File: config.mk
export PLATFORM = sky130hd
export DESIGN_NAME = block_request_checker_splitter_unit
export DESIGN_NICKNAME = d
export VERILOG_FILES = /design/src/rtl/core/brcs_pkg.sv /design/src/rtl/core/brcs_divider.sv /design/src/rtl/core/brcs_datapath.sv /design/src/rtl/core/brcs_ctrl.sv /design/src/rtl/core/block_request_checker_splitter_unit.sv
export VERILOG_INCLUDE_DIRS = /design/src /design/src/rtl/core
export SDC_FILE = /design/constraint.sdc
export NUM_CORES = 2
export LEC_CHECK = 0
export BUFFER_PORTS_ARGS = -buffer_cell sky130_fd_sc_hd__buf_2
export CAP_MARGIN = 20
export CORE_MARGIN = 2
export CORE_UTILIZATION = 55
export CTS_BUF_LIST = sky130_fd_sc_hd__clkbuf_8
export CTS_CLUSTER_DIAMETER = 150
export DETAILED_ROUTE_END_ITERATION = 16
export PLACE_DENSITY = 0.75
export SETUP_SLACK_MARGIN = 0.3
export SKIP_CTS_REPAIR_TIMING = 1
export SKIP_LAST_GASP = 1
export SLEW_MARGIN = 30
export SYNTH_ARGS = -nofsm -noshare
export SYNTH_HDL_FRONTEND = slang
export SYNTH_SLANG_ARGS = --single-unit
File: constraint.sdc
create_clock -name clk -period 16.5 [get_ports clk]
set_input_delay 0.825 -clock clk [delete_from_list [all_inputs] [get_ports clk]]
set_output_delay 0.825 -clock clk [all_outputs]
set_load 0.01 [all_outputs]
File: src/rtl/core/block_request_checker_splitter_unit_assert.svh
// assertion macros shared by the block request checker and splitter
// every macro samples on clk and is held off while rst is high
`ifndef BLOCK_REQUEST_CHECKER_SPLITTER_UNIT_ASSERT_SVH
`define BLOCK_REQUEST_CHECKER_SPLITTER_UNIT_ASSERT_SVH

// same-cycle implication
`define BRCS_ASSERT_IMP(label, ante, cons) \
  label: assert property (@(posedge clk) disable iff (rst) (ante) |-> (cons)) \
    else $error("brcs same-cycle check failed");

// next-cycle implication
`define BRCS_ASSERT_NXT(label, ante, cons) \
  label: assert property (@(posedge clk) disable iff (rst) (ante) |=> (cons)) \
    else $error("brcs next-cycle check failed");

`endif

File: src/rtl/core/brcs_pkg.sv
// ----------------------------------------------------------------------------
// brcs_pkg
// Types and codes shared by the block request checker and splitter modules.
// ----------------------------------------------------------------------------
`default_nettype none

package brcs_pkg;

  localparam int MAX_RESULTS = 32;
  localparam int SEC_W       = 64;
  localparam int LEN_W       = 18;
  localparam int OFF_W       = 17;
  localparam int CFG_IDX_W   = 3;

  // request kinds
  localparam logic [1:0] MODE_READ    = 2'd0;
  localparam logic [1:0] MODE_WRITE   = 2'd1;
  localparam logic [1:0] MODE_FLUSH   = 2'd2;
  localparam logic [1:0] MODE_DISCARD = 2'd3;

  // result status codes
  localparam logic [2:0] ST_OK     = 3'd0;
  localparam logic [2:0] ST_INVAL  = 3'd1;
  localparam logic [2:0] ST_RANGE  = 3'd2;
  localparam logic [2:0] ST_ROFS   = 3'd3;
  localparam logic [2:0] ST_NOTSUP = 3'd4;

  // configuration register indexes
  localparam logic [CFG_IDX_W-1:0] REG_DISK_SECTORS   = 3'd0;
  localparam logic [CFG_IDX_W-1:0] REG_DISK_WRITABLE  = 3'd1;
  localparam logic [CFG_IDX_W-1:0] REG_FLUSH_SUP      = 3'd2;
  localparam logic [CFG_IDX_W-1:0] REG_DISCARD_SUP    = 3'd3;
  localparam logic [CFG_IDX_W-1:0] REG_SECURE_SUP     = 3'd4;
  localparam logic [CFG_IDX_W-1:0] REG_DISCARD_GRAN   = 3'd5;
  localparam logic [CFG_IDX_W-1:0] REG_DISCARD_ALIGN  = 3'd6;

  typedef struct packed {
    logic [1:0]       mode;
    logic [SEC_W-1:0] start_sector;
    logic [LEN_W-1:0] byte_length;
    logic [SEC_W-1:0] discard_count;
    logic             secure_erase;
  } brcs_in_t;

  typedef struct packed {
    logic [2:0]       status;
    logic [1:0]       op_kind;
    logic [SEC_W-1:0] chunk_sector;
    logic [SEC_W-1:0] chunk_count;
    logic [OFF_W-1:0] buffer_offset;
    logic             secure_flag;
    logic             last;
  } brcs_out_t;

  // operand pair fed to the shared divider
  typedef enum logic {
    DV_OFF,
    DV_CNT
  } brcs_div_sel_t;

  // shape of the result word to load
  typedef enum logic [1:0] {
    E_PLAIN,
    E_DISCARD,
    E_CHUNK
  } brcs_emit_sel_t;

  typedef struct packed {
    logic           load_req;
    logic           div_start;
    brcs_div_sel_t  div_sel;
    logic           chunk_init;
    logic           emit;
    brcs_emit_sel_t emit_sel;
    logic [2:0]     status;
  } brcs_cmd_t;

  typedef struct packed {
    logic [1:0] mode;
    logic       len_bad;
    logic       dcount_zero;
    logic       flush_ok;
    logic       discard_feat_ok;
    logic       range_bad;
    logic       count_over;
    logic       write_denied;
    logic       grain_bad;
    logic       div_busy;
    logic       div_done;
    logic       div_rem_zero;
    logic       gs_zero;
    logic       as_over_sec;
    logic       slot_free;
    logic       chunk_last;
  } brcs_sts_t;

endpackage

`default_nettype wire

File: src/rtl/core/brcs_divider.sv
// ----------------------------------------------------------------------------
// brcs_divider
// Restoring divider, 64-bit dividend by 32-bit divisor, one quotient bit per
// cycle; only the remainder is kept. It holds until the next start.
// ----------------------------------------------------------------------------
`default_nettype none

module brcs_divider (
  input  wire logic        clk,
  input  wire logic        rst,
  input  wire logic        start,
  input  wire logic [63:0] dividend,
  input  wire logic [31:0] divisor,
  output logic             busy,
  output logic             done,
  output logic [31:0]      remainder
);

  logic [63:0] dvd;
  logic [31:0] dvs;
  logic [5:0]  step;
  logic [32:0] trial;
  logic        fits;

  // shift in the next dividend bit and test against the divisor
  assign trial = {remainder, dvd[63]};
  assign fits  = (trial >= {1'b0, dvs});

  always_ff @(posedge clk) begin
    if (rst) begin
      busy <= 1'b0;
      done <= 1'b0;
      step <= '0;
    end else begin
      done <= 1'b0;
      if (start) begin
        busy <= 1'b1;
        step <= '0;
      end else if (busy) begin
        step <= step + 6'd1;
        if (step == 6'd63) begin
          busy <= 1'b0;
          done <= 1'b1;
        end
      end
    end
  end

  // datapath registers
  always_ff @(posedge clk) begin
    if (start) begin
      dvd       <= dividend;
      dvs       <= divisor;
      remainder <= '0;
    end else if (busy) begin
      dvd <= {dvd[62:0], 1'b0};
      if (fits) begin
        remainder <= 32'(trial - {1'b0, dvs});
      end else begin
        remainder <= trial[31:0];
      end
    end
  end

endmodule

`default_nettype wire

File: src/rtl/core/brcs_datapath.sv
// ----------------------------------------------------------------------------
// brcs_datapath
// Configuration registers, request registers, check logic, shared divider,
// chunk stepping and the output word register.
// ----------------------------------------------------------------------------
`default_nettype none

module brcs_datapath
  import brcs_pkg::*;
#(
  parameter int SECTOR_BYTES        = 512,
  parameter int PAGE_BYTES          = 4096,
  parameter int MAX_REQUEST_SECTORS = 256
) (
  input  wire logic                 clk,
  input  wire logic                 rst,
  input  wire logic                 cfg_valid,
  input  wire logic [CFG_IDX_W-1:0] cfg_index,
  input  wire logic [63:0]          cfg_data,
  input  wire brcs_in_t             in_data,
  input  wire brcs_cmd_t            cmd,
  output brcs_sts_t                 sts,
  output logic                      out_valid,
  input  wire logic                 out_ready,
  output brcs_out_t                 out_data
);

  localparam int PER_CHUNK = (PAGE_BYTES / SECTOR_BYTES > 0) ?
                             PAGE_BYTES / SECTOR_BYTES : 1;
  localparam int CHUNK_LIM = MAX_RESULTS * PER_CHUNK;
  localparam int LIMIT     = (MAX_REQUEST_SECTORS < CHUNK_LIM) ?
                             MAX_REQUEST_SECTORS : CHUNK_LIM;
  // sector size is a power of two, so bytes to sectors is a shift and a mask
  localparam int               SB_SHIFT = $clog2(SECTOR_BYTES);
  localparam logic [31:0]      SB_W     = 32'(SECTOR_BYTES);
  localparam logic [31:0]      SB_MASK  = 32'(SECTOR_BYTES - 1);
  localparam logic [LEN_W-1:0] LEN_MASK = SB_MASK[LEN_W-1:0];
  localparam logic [LEN_W-1:0] PC_W     = LEN_W'(PER_CHUNK);
  localparam logic [LEN_W-1:0] LIMIT_W  = LEN_W'(LIMIT);

  // configuration
  logic [63:0] disk_sectors;
  logic        disk_writable;
  logic        flush_supported;
  logic        discard_supported;
  logic        secure_supported;
  logic [31:0] gran_bytes;
  logic [31:0] align_bytes;

  // request and working registers
  brcs_in_t         req;
  logic [LEN_W-1:0] remaining;
  logic [SEC_W-1:0] cur_sec;
  logic [OFF_W-1:0] off;

  // divider
  logic        div_busy;
  logic        div_done;
  logic [31:0] div_rem;
  logic [63:0] div_dividend;
  logic [31:0] div_divisor;

  logic [LEN_W-1:0] count;
  logic [31:0]      gs;
  logic [31:0]      as_sec;
  logic [63:0]      range_cnt;
  logic [63:0]      room;
  logic [31:0]      gran_eff;
  logic [LEN_W-1:0] n;
  logic [31:0]      step_bytes;
  logic             slot_free;

  // configuration writes, indexes past the list are dropped
  always_ff @(posedge clk) begin
    if (rst) begin
      disk_sectors      <= '0;
      disk_writable     <= 1'b0;
      flush_supported   <= 1'b0;
      discard_supported <= 1'b0;
      secure_supported  <= 1'b0;
      gran_bytes        <= '0;
      align_bytes       <= '0;
    end else if (cfg_valid) begin
      case (cfg_index)
        REG_DISK_SECTORS:  disk_sectors      <= cfg_data;
        REG_DISK_WRITABLE: disk_writable     <= cfg_data[0];
        REG_FLUSH_SUP:     flush_supported   <= cfg_data[0];
        REG_DISCARD_SUP:   discard_supported <= cfg_data[0];
        REG_SECURE_SUP:    secure_supported  <= cfg_data[0];
        REG_DISCARD_GRAN:  gran_bytes        <= cfg_data[31:0];
        REG_DISCARD_ALIGN: align_bytes       <= cfg_data[31:0];
        default: ;
      endcase
    end
  end

  // byte quantities in whole sectors
  assign gran_eff = (gran_bytes == '0) ? SB_W : gran_bytes;
  assign count    = req.byte_length >> SB_SHIFT;
  assign gs       = gran_eff >> SB_SHIFT;
  assign as_sec   = align_bytes >> SB_SHIFT;

  // divider operand select
  always_comb begin
    div_dividend = '0;
    div_divisor  = gs;
    case (cmd.div_sel)
      DV_OFF: begin
        div_dividend = req.start_sector - 64'(as_sec);
      end
      DV_CNT: begin
        div_dividend = req.discard_count;
      end
      default: ;
    endcase
  end

  brcs_divider u_div (
    .clk       (clk),
    .rst       (rst),
    .start     (cmd.div_start),
    .dividend  (div_dividend),
    .divisor   (div_divisor),
    .busy      (div_busy),
    .done      (div_done),
    .remainder (div_rem)
  );

  // request capture
  always_ff @(posedge clk) begin
    if (cmd.load_req) req <= in_data;
  end

  // chunk stepping
  assign n          = (remaining > PC_W) ? PC_W : remaining;
  assign step_bytes = 32'(n) * SB_W;

  always_ff @(posedge clk) begin
    if (cmd.chunk_init) begin
      remaining <= count;
      cur_sec   <= req.start_sector;
      off       <= '0;
    end else if (cmd.emit && cmd.emit_sel == E_CHUNK) begin
      remaining <= remaining - n;
      cur_sec   <= cur_sec + 64'(n);
      off       <= off + step_bytes[OFF_W-1:0];
    end
  end

  // range check on the request in flight
  assign range_cnt = (req.mode == MODE_DISCARD) ? req.discard_count : 64'(count);
  assign room      = disk_sectors - req.start_sector;

  assign slot_free = !out_valid || out_ready;

  always_comb begin
    sts.mode            = req.mode;
    sts.len_bad         = (req.byte_length == '0) ||
                          ((req.byte_length & LEN_MASK) != '0);
    sts.dcount_zero     = (req.discard_count == '0);
    sts.flush_ok        = flush_supported;
    sts.discard_feat_ok = discard_supported && (!req.secure_erase || secure_supported);
    sts.range_bad       = (disk_sectors == '0) || (req.start_sector >= disk_sectors) ||
                          (range_cnt > room);
    sts.count_over      = (count > LIMIT_W);
    sts.write_denied    = (req.mode == MODE_WRITE) && !disk_writable;
    sts.grain_bad       = ((gran_eff & SB_MASK) != '0) || ((align_bytes & SB_MASK) != '0);
    sts.div_busy        = div_busy;
    sts.div_done        = div_done;
    sts.div_rem_zero    = (div_rem == '0);
    sts.gs_zero         = (gs == '0);
    sts.as_over_sec     = (req.start_sector < 64'(as_sec));
    sts.slot_free       = slot_free;
    sts.chunk_last      = (remaining <= PC_W);
  end

  // output word register
  always_ff @(posedge clk) begin
    if (rst) begin
      out_valid <= 1'b0;
    end else if (cmd.emit) begin
      out_valid <= 1'b1;
    end else if (out_ready) begin
      out_valid <= 1'b0;
    end
  end

  always_ff @(posedge clk) begin
    if (cmd.emit) begin
      out_data.op_kind <= req.mode;
      case (cmd.emit_sel)
        E_DISCARD: begin
          out_data.status        <= ST_OK;
          out_data.chunk_sector  <= req.start_sector;
          out_data.chunk_count   <= req.discard_count;
          out_data.buffer_offset <= '0;
          out_data.secure_flag   <= req.secure_erase;
          out_data.last          <= 1'b1;
        end
        E_CHUNK: begin
          out_data.status        <= ST_OK;
          out_data.chunk_sector  <= cur_sec;
          out_data.chunk_count   <= 64'(n);
          out_data.buffer_offset <= off;
          out_data.secure_flag   <= 1'b0;
          out_data.last          <= (remaining <= PC_W);
        end
        default: begin
          out_data.status        <= cmd.status;
          out_data.chunk_sector  <= '0;
          out_data.chunk_count   <= '0;
          out_data.buffer_offset <= '0;
          out_data.secure_flag   <= 1'b0;
          out_data.last          <= 1'b1;
        end
      endcase
    end
  end

endmodule

`default_nettype wire

File: src/rtl/core/brcs_ctrl.sv
// ----------------------------------------------------------------------------
// brcs_ctrl
// Sequencer that walks one request through its checks, drives the shared
// divider and hands result words to the output register.
// ----------------------------------------------------------------------------
`default_nettype none

module brcs_ctrl
  import brcs_pkg::*;
(
  input  wire logic      clk,
  input  wire logic      rst,
  input  wire logic      in_valid,
  output logic           in_ready,
  output brcs_cmd_t      cmd,
  input  wire brcs_sts_t sts
);

  typedef enum logic [3:0] {
    S_IDLE,
    S_DISPATCH,
    S_CHK_RW,
    S_CHUNK,
    S_CHK_AS,
    S_DIV_OFF,
    S_DIV_CNT,
    S_EMIT
  } state_t;

  state_t         state, state_next;
  logic [2:0]     status, status_next;
  brcs_emit_sel_t sel, sel_next;

  // single-word finish request from the check steps
  logic           fin;
  logic [2:0]     fin_status;
  brcs_emit_sel_t fin_sel;

  always_ff @(posedge clk) begin
    if (rst) begin
      state  <= S_IDLE;
      status <= ST_OK;
      sel    <= E_PLAIN;
    end else begin
      state  <= state_next;
      status <= status_next;
      sel    <= sel_next;
    end
  end

  always_comb begin
    state_next     = state;
    status_next    = status;
    sel_next       = sel;
    fin            = 1'b0;
    fin_status     = ST_OK;
    fin_sel        = E_PLAIN;
    in_ready       = 1'b0;
    cmd            = '0;
    cmd.div_sel    = DV_OFF;
    cmd.emit_sel   = sel;
    cmd.status     = status;

    case (state)
      S_IDLE: begin
        in_ready = 1'b1;
        if (in_valid) begin
          cmd.load_req = 1'b1;
          state_next   = S_DISPATCH;
        end
      end

      // first check by request kind
      S_DISPATCH: begin
        case (sts.mode)
          MODE_FLUSH: begin
            fin        = 1'b1;
            fin_status = sts.flush_ok ? ST_OK : ST_NOTSUP;
          end
          MODE_DISCARD: begin
            if (sts.dcount_zero) begin
              fin = 1'b1; fin_status = ST_INVAL;
            end else if (!sts.discard_feat_ok) begin
              fin = 1'b1; fin_status = ST_NOTSUP;
            end else if (sts.range_bad) begin
              fin = 1'b1; fin_status = ST_RANGE;
            end else begin
              state_next = S_CHK_AS;
            end
          end
          default: begin
            // length must be whole sectors and non-zero
            if (sts.len_bad) begin
              fin = 1'b1; fin_status = ST_INVAL;
            end else begin
              state_next = S_CHK_RW;
            end
          end
        endcase
      end

      S_CHK_RW: begin
        if (sts.count_over) begin
          fin = 1'b1; fin_status = ST_INVAL;
        end else if (sts.range_bad) begin
          fin = 1'b1; fin_status = ST_RANGE;
        end else if (sts.write_denied) begin
          fin = 1'b1; fin_status = ST_ROFS;
        end else begin
          cmd.chunk_init = 1'b1;
          sel_next       = E_CHUNK;
          status_next    = ST_OK;
          state_next     = S_CHUNK;
        end
      end

      // one page-sized word per free output slot
      S_CHUNK: begin
        cmd.emit_sel = E_CHUNK;
        if (sts.slot_free) begin
          cmd.emit = 1'b1;
          if (sts.chunk_last) state_next = S_IDLE;
        end
      end

      // grain and offset in whole sectors, start not below the offset
      S_CHK_AS: begin
        if (sts.grain_bad || sts.gs_zero || sts.as_over_sec) begin
          fin = 1'b1; fin_status = ST_INVAL;
        end else begin
          cmd.div_start = 1'b1;
          cmd.div_sel   = DV_OFF;
          state_next    = S_DIV_OFF;
        end
      end

      // start past the offset on a granule boundary
      S_DIV_OFF: begin
        if (sts.div_done) begin
          if (!sts.div_rem_zero) begin
            fin = 1'b1; fin_status = ST_INVAL;
          end else begin
            cmd.div_start = 1'b1;
            cmd.div_sel   = DV_CNT;
            state_next    = S_DIV_CNT;
          end
        end
      end

      // count a whole number of granules
      S_DIV_CNT: begin
        if (sts.div_done) begin
          fin        = 1'b1;
          fin_status = sts.div_rem_zero ? ST_OK : ST_INVAL;
          fin_sel    = sts.div_rem_zero ? E_DISCARD : E_PLAIN;
        end
      end

      S_EMIT: begin
        if (sts.slot_free) begin
          cmd.emit   = 1'b1;
          state_next = S_IDLE;
        end
      end

      default: state_next = S_IDLE;
    endcase

    // hand the single result word to the emit step
    if (fin) begin
      status_next = fin_status;
      sel_next    = fin_sel;
      state_next  = S_EMIT;
    end
  end

endmodule

`default_nettype wire

File: src/rtl/core/block_request_checker_splitter_unit.sv
// ----------------------------------------------------------------------------
// block_request_checker_splitter_unit
// Checks block-device requests against the disk setup and splits accepted
// reads and writes into page-sized ring requests.
// ----------------------------------------------------------------------------
// One request is handled at a time; the next is taken once the last word of
// the current one is in the output register. A flush or a request refused
// at its first check passes through the dispatch and emit steps only, and a
// read or write refused on size, range or write protection also passes the
// read/write check step. An accepted read or write yields one output word
// per page-sized chunk, at most 32. A discard that clears its first checks
// runs up to two passes of the shared bit-serial divider (start offset, then
// count, each modulo the grain); the second pass is skipped when the start
// is off the grain. Output stalls delay every request at the steps that load
// its words. The sector size must be a power of two. Configuration writes
// are always ready and must only come while no request is in flight.
// ----------------------------------------------------------------------------
`default_nettype none

module block_request_checker_splitter_unit
  import brcs_pkg::*;
#(
  parameter int SECTOR_BYTES        = 512,
  parameter int PAGE_BYTES          = 4096,
  parameter int MAX_REQUEST_SECTORS = 256
) (
  input  wire logic                 clk,
  input  wire logic                 rst,
  input  wire logic                 cfg_valid,
  output logic                      cfg_ready,
  input  wire logic [CFG_IDX_W-1:0] cfg_index,
  input  wire logic [63:0]          cfg_data,
  input  wire logic                 in_valid,
  output logic                      in_ready,
  input  wire brcs_in_t             in_data,
  output logic                      out_valid,
  input  wire logic                 out_ready,
  output brcs_out_t                 out_data
);

  `include "block_request_checker_splitter_unit_assert.svh"

  brcs_cmd_t cmd;
  brcs_sts_t sts;

  assign cfg_ready = 1'b1;

  brcs_ctrl u_ctrl (
    .clk      (clk),
    .rst      (rst),
    .in_valid (in_valid),
    .in_ready (in_ready),
    .cmd      (cmd),
    .sts      (sts)
  );

  brcs_datapath #(
    .SECTOR_BYTES        (SECTOR_BYTES),
    .PAGE_BYTES          (PAGE_BYTES),
    .MAX_REQUEST_SECTORS (MAX_REQUEST_SECTORS)
  ) u_dp (
    .clk       (clk),
    .rst       (rst),
    .cfg_valid (cfg_valid),
    .cfg_index (cfg_index),
    .cfg_data  (cfg_data),
    .in_data   (in_data),
    .cmd       (cmd),
    .sts       (sts),
    .out_valid (out_valid),
    .out_ready (out_ready),
    .out_data  (out_data)
  );

  // a word is only loaded into a free output slot
  `BRCS_ASSERT_IMP(a_emit_slot_free, cmd.emit, sts.slot_free)
  // the divider is never restarted mid-pass
  `BRCS_ASSERT_IMP(a_div_not_busy, cmd.div_start, !sts.div_busy)
  // a taken request blocks the input until it is done
  `BRCS_ASSERT_NXT(a_busy_after_accept, in_valid && in_ready, !in_ready)
  // the final word of a request frees the input
  `BRCS_ASSERT_NXT(a_idle_after_last,
                   cmd.emit && (cmd.emit_sel != E_CHUNK || sts.chunk_last), in_ready)

endmodule

`default_nettype wire
Word-level counts from Yosys, hierarchy flattened
Index checks and enable logic that the tools add are counted.
{ "word_totals": {"register_bits": 669, "wordCells": 237} }
{ "classes": {"add_sub_neg": 7, "n_lt_le_gt_ge": 7, "eq_ne": 53, "n_mux": 88, "n_bitwise": 3, "reduce_logical": 45} }
{ "op_table": {"columns": ["op", "n"], "rows": [
  ["$mux 64", 5],
  ["$pmux 147 s2", 1],
  ["$logic_not 64->1", 2],
  ["$pmux 64 s2", 1],
  ["$logic_not 32->1", 3],
  ["$add 64x18->64", 1],
  ["$ge 64x64->1", 1],
  ["$gt 64x64->1", 1],
  ["$lt 64x23->1", 1],
  ["$mux 32", 2],
  ["$reduce_bool 32->1", 2],
  ["$sub 64x23->64", 1],
  ["$sub 64x64->64", 1],
  ["$mux 4", 14],
  ["$ge 33x23->1", 1],
  ["$mux 3", 11],
  ["$pmux 4 s8", 1],
  ["$reduce_and 16->1", 2],
  ["$sub 32x23->32", 1],
  ["$mux 1", 30],
  ["$mux 2", 14],
  ["$ne 3x2->1 const B", 9],
  ["$gt 18x4->1 const B", 1],
  ["$le 18x4->1 const B", 1],
  ["other kinds (40)", 96]
]} }

Logic depth before layout (Yosys ltp)
{ "logic_depth": {"word_depth": 11, "depth_mapped": 29, "depth_no_buf": 27} }

Modules after synthesis
From an unflattened synthesis, not the netlist that was laid out.
{ "unflattened": {"cells_unflattened": 3805, "hier_area_um2": 37419.6} }
{ "modules_own_cells": {"columns": ["mod", "n_inst", "cells_per_inst", "area_per_inst_um2"], "rows": [
  ["brcs_datapath", 1, 3058, 29391.9],
  ["brcs_divider", 1, 652, 7348.3],
  ["brcs_ctrl", 1, 93, 668.1],
  ["block_request_checker_splitter_unit", 1, 2, 11.3]
]} }

Worst setup path before layout
Ideal clock, no wire load.
{ "synth_path": {"path_type": "input -> register", "startpoint": "input port out_ready", "endpoint": "register u_dp.cur_sec[0], enable pin", "setup_ns": 0.433, "t_arrival_ns": 10.300, "required_time_ns": 16.067, "setup_slack_ns": 5.767, "path_stages": 5, "n_path_buf": 1, "path_cell_list": "nand2b_1 > nor2b_1 > nand2_1 > clkbuf_1 > nand2_1"} }
{ "synth_rtl": {"columns": ["item", "line_no", "source"], "rows": [
  ["start, declared", "block_request_checker_splitter_unit.sv:37", "input wire logic out_ready,"],
  ["end signal, assigned", "brcs_datapath.sv:141", "cur_sec <= req.start_sector;"],
  ["end signal, assigned", "brcs_datapath.sv:145", "cur_sec <= cur_sec + 64'(n);"],
  ["end, declared", "brcs_datapath.sv:53", "logic [SEC_W-1:0] cur_sec;"]
]} }

Worst setup path after layout
{ "layout_path": {"startpoint": "register u_dp.req[84] (netlist bit)", "endpoint": "register u_dp.cur_sec[43], enable pin"} }
{ "layout_via": {"elab_chain_len": 7, "elab_cells_between_ends": 9, "classes_between": "add/sub: 1; order compare: 2; mux: 3; reduce/logical: 3"} }
{ "layout_lines": {"columns": ["item", "line_no", "source"], "rows": [
  ["start, declared", "brcs_datapath.sv:51", "brcs_in_t req;"],
  ["start signal, assigned", "brcs_datapath.sv:131", "if (cmd.load_req) req <= in_data;"],
  ["$sub 64x64->64 / $ge 64x64->1 (equally long branches)", "brcs_datapath.sv:152, brcs_datapath.sv:163", null],
  ["$gt 64x64->1 / $logic_or 1x1->1 (equally long branches)", "brcs_datapath.sv:164, brcs_datapath.sv:163", null],
  ["$logic_or 1x1->1 *", "brcs_datapath.sv:163", "sts.range_bad = (disk_sectors == '0) || (req.start_sector >= disk_sectors) ||"],
  ["$mux 1 *", "brcs_ctrl.sv:105", "end else if (sts.range_bad) begin"],
  ["$mux 1 *", "brcs_ctrl.sv:103", "if (sts.count_over) begin"],
  ["$mux 1 *", "brcs_ctrl.sv:64", "case (state)"],
  ["$reduce_bool 2->1 (no source line) *", null, null]
]} }
Every way passes the cells marked *; elsewhere a longest branch is shown, timed or not.
A chain may end at the register's enable or synchronous reset.

==> results.yml <==
placed_design:
  dp_hpwl_mm: 82.9
  place_inst: 4813
  gp_congestion: 0.964
  port_buffers: 365
  place_area_um2: 38400
  dp_slack_ns: 9.25
setup_path:
  critPathCapture: "u_dp.cur_sec[43]$_DFFE_PP_"
  path_class: "flop to flop"
  cp-end-kind: "flop"
  cp.arrival_ns: 7.62
  r2r_cells: 22
  start_kind: "flop"
  setup.worst_path.start: "u_dp.req[84]$_DFFE_PP_"
  r2r_start: "u_dp.req[84]$_DFFE_PP_"
  rr_endpoint: "u_dp.cur_sec[43]$_DFFE_PP_"
  r2r_setup_slack_ns: 9.25
  critPathRequiredTime_ns: 16.87
  cp_max_fo: 73
timing:
  setup_viol: 0
  hold_viol: 0
  worst_slew_pin_slew_ns: 1.17
  finClkSkew_ns: 0.0505
  relSlewSlack: 0.210
  rsz0062_at_grt: "no"
  setup_tns_ns: 0
  timing.final.ws_setup_ns: 9.25
  post-route-period-util: 0.439
  fin_crit_ns: 7.25
  clock.fmax_ghz: 0.138
  finalMaxSlewViolations: 0
synthesis:
  yosysSeqAreaShare: 0.489
  ys_types: 82
  synthCells: 3741
  synth_edf_count: 452
  async_flop_share: 0
  yosysMostFrequentCell: "nand2_1"
  ys_ff_latch: 650
  yosysTopAreaCell: "edfxtp_1"
  synthTopCellsByCount: "nand2_1, edfxtp_1, a21oi_1"
  synthesis.area_um2: 35900
  synthTopCellsByArea: "edfxtp_1, dfxtp_1, ha_1, a21oi_1, nand2_1"
  yosys_warnings: 0
  synth.avg_cell_area_um2: 9.59
  yosysTopAreaCellShare: 0.378
  ys.flop_type: "edfxtp_1"
cts:
  cts_buffers: 106
  cts_tree: "yes"
  path_clk_slew_ns: 0.06
  cts_buffer_depth: 3
  clock-root-buffer: "clkbuf_8"
  clock_latency_ns: 0.77
  clock-sinks: 650
  htree_levels: 3
route:
  firstDrtPassIters: 6
  drt_wl_total_mm: 113
  drtAntennaViolNets: 0
  first_iter_violations: 3021
  vias_per_cell: 6.00
  dr_total_vias: 30100
  drc: 0
  wire_per_inst_um: 22.4
die:
  num_rows: 93
  die_area_um2: 67300
  die_x_um: 259
  die_h_um: 259
  initial_core_util: 0.557
  core_area_um2: 64500
  io_pins: 376
flow_run:
  drv_cap: 0
final_layout:
  syn_to_final_growth_pct: 13.2
  fillers: 5474
  nets: 4496
  drive_above_1_share: 0.144
  final_area_um2: 40600
  fin_cells: 5014
grt:
  grt_pass1_wl_mm: 166
  gr-usage-all-layers: 0.326
  antenna_found_initial: 4
  grt_pass1_vias: 28100
  grt_max_degree: 145
  grt_overflow: 0
power:
  leakage_nw: 16.4
  powerDensity_nw_per_um2: 132
  vdd_ir_drop_max_mv: 0.0732
hold_path:
  hold_path_class: "input pin to flop"
outcome:
  status: "complete, no violations"
through the flow:
step                hold WS (ns)  utilization  total power [mW]
CTS                        0.196        0.630              5.34
global placement           0.440        0.595              3.83
global route               0.225        0.630              5.60
finish                     0.228        0.630              5.34
detailed placement         0.443        0.595              3.85
floorplan                  0.424            -              3.37
worst max-delay path, cell delays in order (launching register included):
cell	delay, ns
edfxtp_1	0.42
inv_1	0.21
ha_1	0.28
nand2b_1	0.10
a211oi_1	0.10
or4_1	0.51
a221oi_2	0.54
o22a_1	0.31
o21ai_0	0.28
nand2_1	0.19
xnor2_1	0.08
ha_1	0.29
nand4_1	0.18
nor4_1	0.81
nand4_1	0.48
nor2b_1	0.28
o31ai_1	0.07
o211ai_1	0.14
nor3_2	0.40
nand3b_1	0.13
buf_4	0.24
nand2_2	0.10
buf_6	0.60
per-layer routing:
layer / global-route usage / vias up / part of all wire
li1: - / 14100 / -
met1: 0.409 / 14200 / 0.39
met5: 0 / - / 0
met4: 0.185 / 0 / 0.060
met2: 0.544 / 1413 / 0.48
met3: 0.0445 / 307 / 0.075
power by group:
group	total (mW)	switching (mW)	internal, mW
registers	2.35	0.244	2.10
clock network	1.49	0.688	0.798
logic	1.51	0.941	0.569
total	5.34	1.87	3.47
logic make-up after synthesis:
| kind of cell | synth area share |
|---|---|
| other | 0.000209 |
| buffers and inverters | 0.0392 |
| and+or+nand+nor | 0.179 |
| AOI/OAI and AO/OA | 0.158 |
| xor gates and xnor gates | 0.0527 |
| adders and majority gates | 0.0736 |
| DFF | 0.489 |
| muxes | 0.00809 |
worst min path at each step:
stage                                          start                               to  slack (ns)  cells past startpoint
floorplan                     u_dp.sts[16]$_DFFE_PP_     u_dp.out_data[148]$_DFFE_PP_        0.42                      0
global placement     u_dp.remaining[17]$_SDFFE_PP0P_  u_dp.remaining[17]$_SDFFE_PP0P_        0.44                      1
detailed placement  u_dp.gran_bytes[22]$_SDFFE_PP0P_     u_dp.u_div.dvs[13]$_DFFE_PP_        0.44                      0
CTS                                       in_data[1]            u_dp.req[1]$_DFFE_PP_        0.20                      1
global route                            in_data[146]          u_dp.req[146]$_DFFE_PP_        0.22                      1
finish                                    in_data[1]            u_dp.req[1]$_DFFE_PP_        0.23                      1
cell type report:
class | instances | area, um^2 | share of cell area
clock inverter | 83 | 657 | 0.0162
tap | 855 | 1070 | 0.0263
sequential | 650 | 17500 | 0.432
antenna | 4 | 10.0 | 0.000246
timing repair buffer | 394 | 2080 | 0.0513
clock buffer | 113 | 1560 | 0.0383
inverter | 159 | 598 | 0.0147
multi-input combinational | 2756 | 17100 | 0.421
flip-flops by register name, indices dropped and copies added, names as in the netlist:
signal                  count
u_dp.disk_writable          1
u_dp.u_div.step             6
u_dp.cur_sec               64
u_ctrl.state                3
u_dp.u_div.done             1
u_dp.u_div.busy             1
u_dp.discard_supported      1
u_dp.secure_supported       1
u_dp.u_div.dvs             23
u_dp.out_data             143
u_dp.sts                    2
u_ctrl.status               3
u_dp.align_bytes           32
u_dp.off                    8
u_dp.u_div.remainder       32
u_dp.flush_supported        1
u_ctrl.sel                  2
u_dp.req                  138
u_dp.out_valid              1
u_dp.disk_sectors          64
u_dp.remaining             18
u_dp.gran_bytes            32
u_dp.u_div.dvd             64
u_dp.count                  9
layout by cell type, fill, tap and decap left out, drive strengths merged, types with 8 or more instances in the layout:
master / instances
a211oi: 21
a21boi: 10
a21o: 88
a21oi: 395
a22o: 71
a31oi: 25
and2: 84
and3: 87
and4: 8
buf: 394
bufinv: 10
clkbuf: 113
clkinv: 33
conb: 28
dfxtp: 198
edfxtp: 452
ha: 203
inv: 198
mux2: 8
mux2i: 20
nand2: 510
nand2b: 34
nand3: 68
nand4: 59
nor2: 251
nor2b: 32
nor3: 75
nor4: 74
o211ai: 22
o21a: 17
o21ai: 198
o21bai: 19
o31ai: 11
or2: 15
or3: 21
or4: 9
xnor2: 130
xor2: 86
Note: power is estimated with default switching activity, not from simulation.
